[src/rtl/assert_macros.svh]
// Assertion helpers used by the RTL.
`ifndef ASSERT_MACROS_SVH
`define ASSERT_MACROS_SVH

// Same-cycle implication, disabled during reset.
`define PRI_ASSERT_SAME(label, clk, rst_n, ante, cons, msg) \
    label: assert property (@(posedge clk) disable iff (!(rst_n)) (ante) |-> (cons)) \
        else $error(msg);

// Next-cycle implication, disabled during reset.
`define PRI_ASSERT_NEXT(label, clk, rst_n, ante, cons, msg) \
    label: assert property (@(posedge clk) disable iff (!(rst_n)) (ante) |=> (cons)) \
        else $error(msg);

`endif

[src/rtl/pri_ram.sv]
module pri_ram #(
    parameter int WIDTH = 32,
    parameter int DEPTH = 64,
    localparam int AW   = (DEPTH > 1) ? $clog2(DEPTH) : 1
) (
    input  logic             clk,
    input  logic             we,
    input  logic [AW-1:0]    waddr,
    input  logic [WIDTH-1:0] wdata,
    input  logic [AW-1:0]    raddr,
    output logic [WIDTH-1:0] rdata
);

    logic [WIDTH-1:0] mem [DEPTH];

    always_ff @(posedge clk) begin
        if (we) begin
            mem[waddr] <= wdata;
        end
        rdata <= mem[raddr];
    end

endmodule

[config.mk]
export PLATFORM = sky130hd
export DESIGN_NAME = pri_ram
export DESIGN_NICKNAME = d
export VERILOG_FILES = /design/src/rtl/assert_macros.svh /design/src/rtl/pri_ram.sv
export SDC_FILE = /design/constraint.sdc
export NUM_CORES = 2
export LEC_CHECK = 0
export BUFFER_PORTS_ARGS = -buffer_cell sky130_fd_sc_hd__buf_4
export CORE_AREA = 5 5 384 386
export DETAILED_ROUTE_END_ITERATION = 12
export DIE_AREA = 0 0 389 391
export GPL_ROUTABILITY_DRIVEN = 0
export PLACE_DENSITY = 0.73
export SLEW_MARGIN = 0
export SYNTH_ARGS = -nofsm -noshare
export SYNTH_HDL_FRONTEND = slang
export SYNTH_SLANG_ARGS = --single-unit
[constraint.sdc]
create_clock -name clk -period 3.6 [get_ports clk]
set_clock_uncertainty 0.2 [all_clocks]
set_input_delay 0.36 -clock clk [delete_from_list [all_inputs] [get_ports clk]]
set_output_delay 0.36 -clock clk [all_outputs]
set_load 0.05 [all_outputs]
==> flow_summary.json <==
{
  "die_h_um": 391,
  "met1_length_um": 72600,
  "row_count": 139,
  "hold_depth": 4,
  "synth_cells": 3324,
  "maxCapViolCount": 0,
  "finalSetupViolCount": 0,
  "ant_nets": 0,
  "cts_made_buffers": 196,
  "io_pins": 78,
  "ys_warn_count": 0,
  "postSynthAreaPerCell_um2": 23.6,
  "viasPerCell": 6.69,
  "period_needed_ns": 2.77,
  "drtIter0Drc": 5541,
  "synth_seq_area_share": 0.791,
  "synth-edff-count": 2048,
  "grt_pass1_wl_um": 287000,
  "vias": 38300,
  "dr_wl_met2_um": 95700,
  "area_growth_pct": 14.3,
  "crit_fanout": 38,
  "instances_no_fill": 5728,
  "cp.required_ns": 4.08,
  "netlist_area_um2": 78500,
  "cts.repair.resized": 0,
  "die_x_um": 389,
  "grt_max_degree": 65,
  "crit_path_start_kind": "input pin",
  "grt_setup_unrepaired": "false",
  "io_buffers": 77,
  "pwr_density_cell_nw_per_um2": 552,
  "worstRegToRegCells": 4,
  "first_pass_iters": 6,
  "design.core.area_um2": 143000,
  "cp_data_arrival_time_ns": 3.25,
  "final_max_slew_viol_count": 0,
  "grt_pass1_vias": 38200,
  "finalHoldViolCount": 0,
  "drc": 0,
  "ys.flop_type": "edfxtp_1",
  "cts_sinks": 2080,
  "dieArea_um2": 152000,
  "dpl.cell_count": 5322,
  "async_flop_share": 0,
  "critPathKind": "input pin to flop",
  "relSlewSlack": 0.259,
  "power.leakage_nw": 28.1,
  "htree_levels": 4,
  "routedWlPerCell_um": 35.2,
  "top_layer": "met5",
  "yosys-top-cells-area": "edfxtp_1 78%, mux4_2 16%, mux2i_1 1.2%, dfxtp_1 0.82%, o22ai_1 0.67%",
  "drive_gt1_frac": 0.303,
  "wl_met3_um": 24400,
  "status": "completed",
  "cts_tree": "built",
  "clkTransAtPathRegs_ns": 0.06,
  "timing.hold.ws_ns": 0.115,
  "peakVddDrop_mv": 0.411,
  "yosysTopAreaCell": "edfxtp_1",
  "tns_ns": 0,
  "clock_latency_ns": 0.84,
  "cts_buffer_depth": 3,
  "final_net_count": 3700,
  "synth_cell_types": 34,
  "worstSetupEndpointType": "flop",
  "drt_wl_total_um": 202000,
  "finalCritPeriodShare": 0.770,
  "ys_seq_elements": 2080,
  "fmax_mhz": 361,
  "hp-class": "input pin to flop",
  "fin_util": 0.627,
  "initial_utilization": 0.549,
  "antenna_found_initial": 8,
  "tightest_slew_ns": 1.11,
  "synth_top_area_frac": 0.783,
  "synthTopCellsByCount": "2048 x edfxtp_1, 544 x mux4_2, 137 x nor2_1, 93 x mux2i_1, 84 x o22ai_1",
  "cts_root_buf": "clkbuf_16",
  "place.detailed.hpwl_um": 113000,
  "grtUsageTotal": 0.268,
  "synth_most_common_cell": "edfxtp_1",
  "syn_nets": 3370,
  "overflow": 0
}
## kinds of logic after synthesis
| family | Yosys count | synth area share |
|---|---|---|
| DFF | 2080 | 0.791 |
| and+or+nand+nor | 223 | 0.0127 |
| AOI/OAI and AO/OA | 202 | 0.0167 |
| muxes | 637 | 0.168 |
| buffers and inverters | 182 | 0.0113 |
## routing by layer
metal / GRT usage / vias up
li1: - / 14900
met1: 0.383 / 20200
met2: 0.416 / 2720
met3: 0.0542 / 397
met4: 0.108 / 4
met5: 0 / -
## area by class of cell
cell class | instances | area, µm²
Clock inverter | 88 | 778
Antenna cell | 3 | 7.51
Timing Repair Buffer | 314 | 3070
Tap cell | 1903 | 2380
Multi-Input combinational cell | 1062 | 16000
Fill cell | 9169 | 53400
Clock buffer | 278 | 5370
Sequential cell | 2080 | 62100
## report_power, final
group	internal (mW)	total (mW)	leakage (nW)	switching [mW]
clock	10.8	19.7	3.00	8.90
combinational	1.02	2.83	6.40	1.81
sequential	26.8	26.9	18.7	0.132
total	38.7	49.5	28.1	10.8
## sequential cells by signal (all words and copies together) (netlist names)
name,flops
mem,2048
rdata,32
## placed cells by master (no fill, tap or decap), types with 4 or more instances in the layout
cell and n:
nand3_1 5, nor2_4 62, clkbuf_8 11, a21oi_1 62
clkinv_2 36, clkbuf_1 69, nor3_1 5, inv_16 6
dfxtp_1 32, and3_1 4, nor2b_1 15, o221ai_1 27
dlygate4sd3_1 37, a22oi_1 12, mux2i_1 93, buf_4 226
clkinv_1 30, nand3b_1 5, a41o_1 4, mux4_2 544
nor2_1 75, a311oi_1 8, clkbuf_16 198, buf_12 48
nand2_1 26, bufinv_16 5, o22ai_1 84, o32ai_1 4
edfxtp_1 2048, clkinv_16 5, nand2b_1 7
## critical path: stages
cell and delay [ns]:
buf_8 0.36, buf_12 0.28, buf_4 0.30, mux4_2 0.36, mux4_2 0.54, o22ai_1 0.82, nor2_1 0.13
## worst paths after layout
kind                                  start         end  slack, ns
worst max-delay path               raddr[1]   rdata[11]       0.83
worst min-delay path               waddr[0]  mem[61][3]       0.12
worst max register to register   mem[3][11]   rdata[11]       0.90
worst min register to register  mem[48][28]   rdata[28]       0.75
## per-stage QoR
| stage | total power, mW | setup slack, ns | instance area, µm² |
|---|---|---|---|
| after floorplan | 28.9 | 0.388 | 78500 |
| after global placement | 30.2 | 0.0674 | 83200 |
| after detailed placement | 30.2 | 0.0830 | 83200 |
| after CTS | 49.7 | 0.902 | 89700 |
| after global routing | 50.9 | 0.789 | 89700 |
| final | 49.5 | 0.827 | 89700 |
## repair_timing
action                                 4_1_cts  5_1_grt
setup buffers                                0        0
endpoints found under the hold margin     2050        0
setup endpoints to repair                    0        0
hold buffers                                37        0
Power figures use the tool's default switching activity.
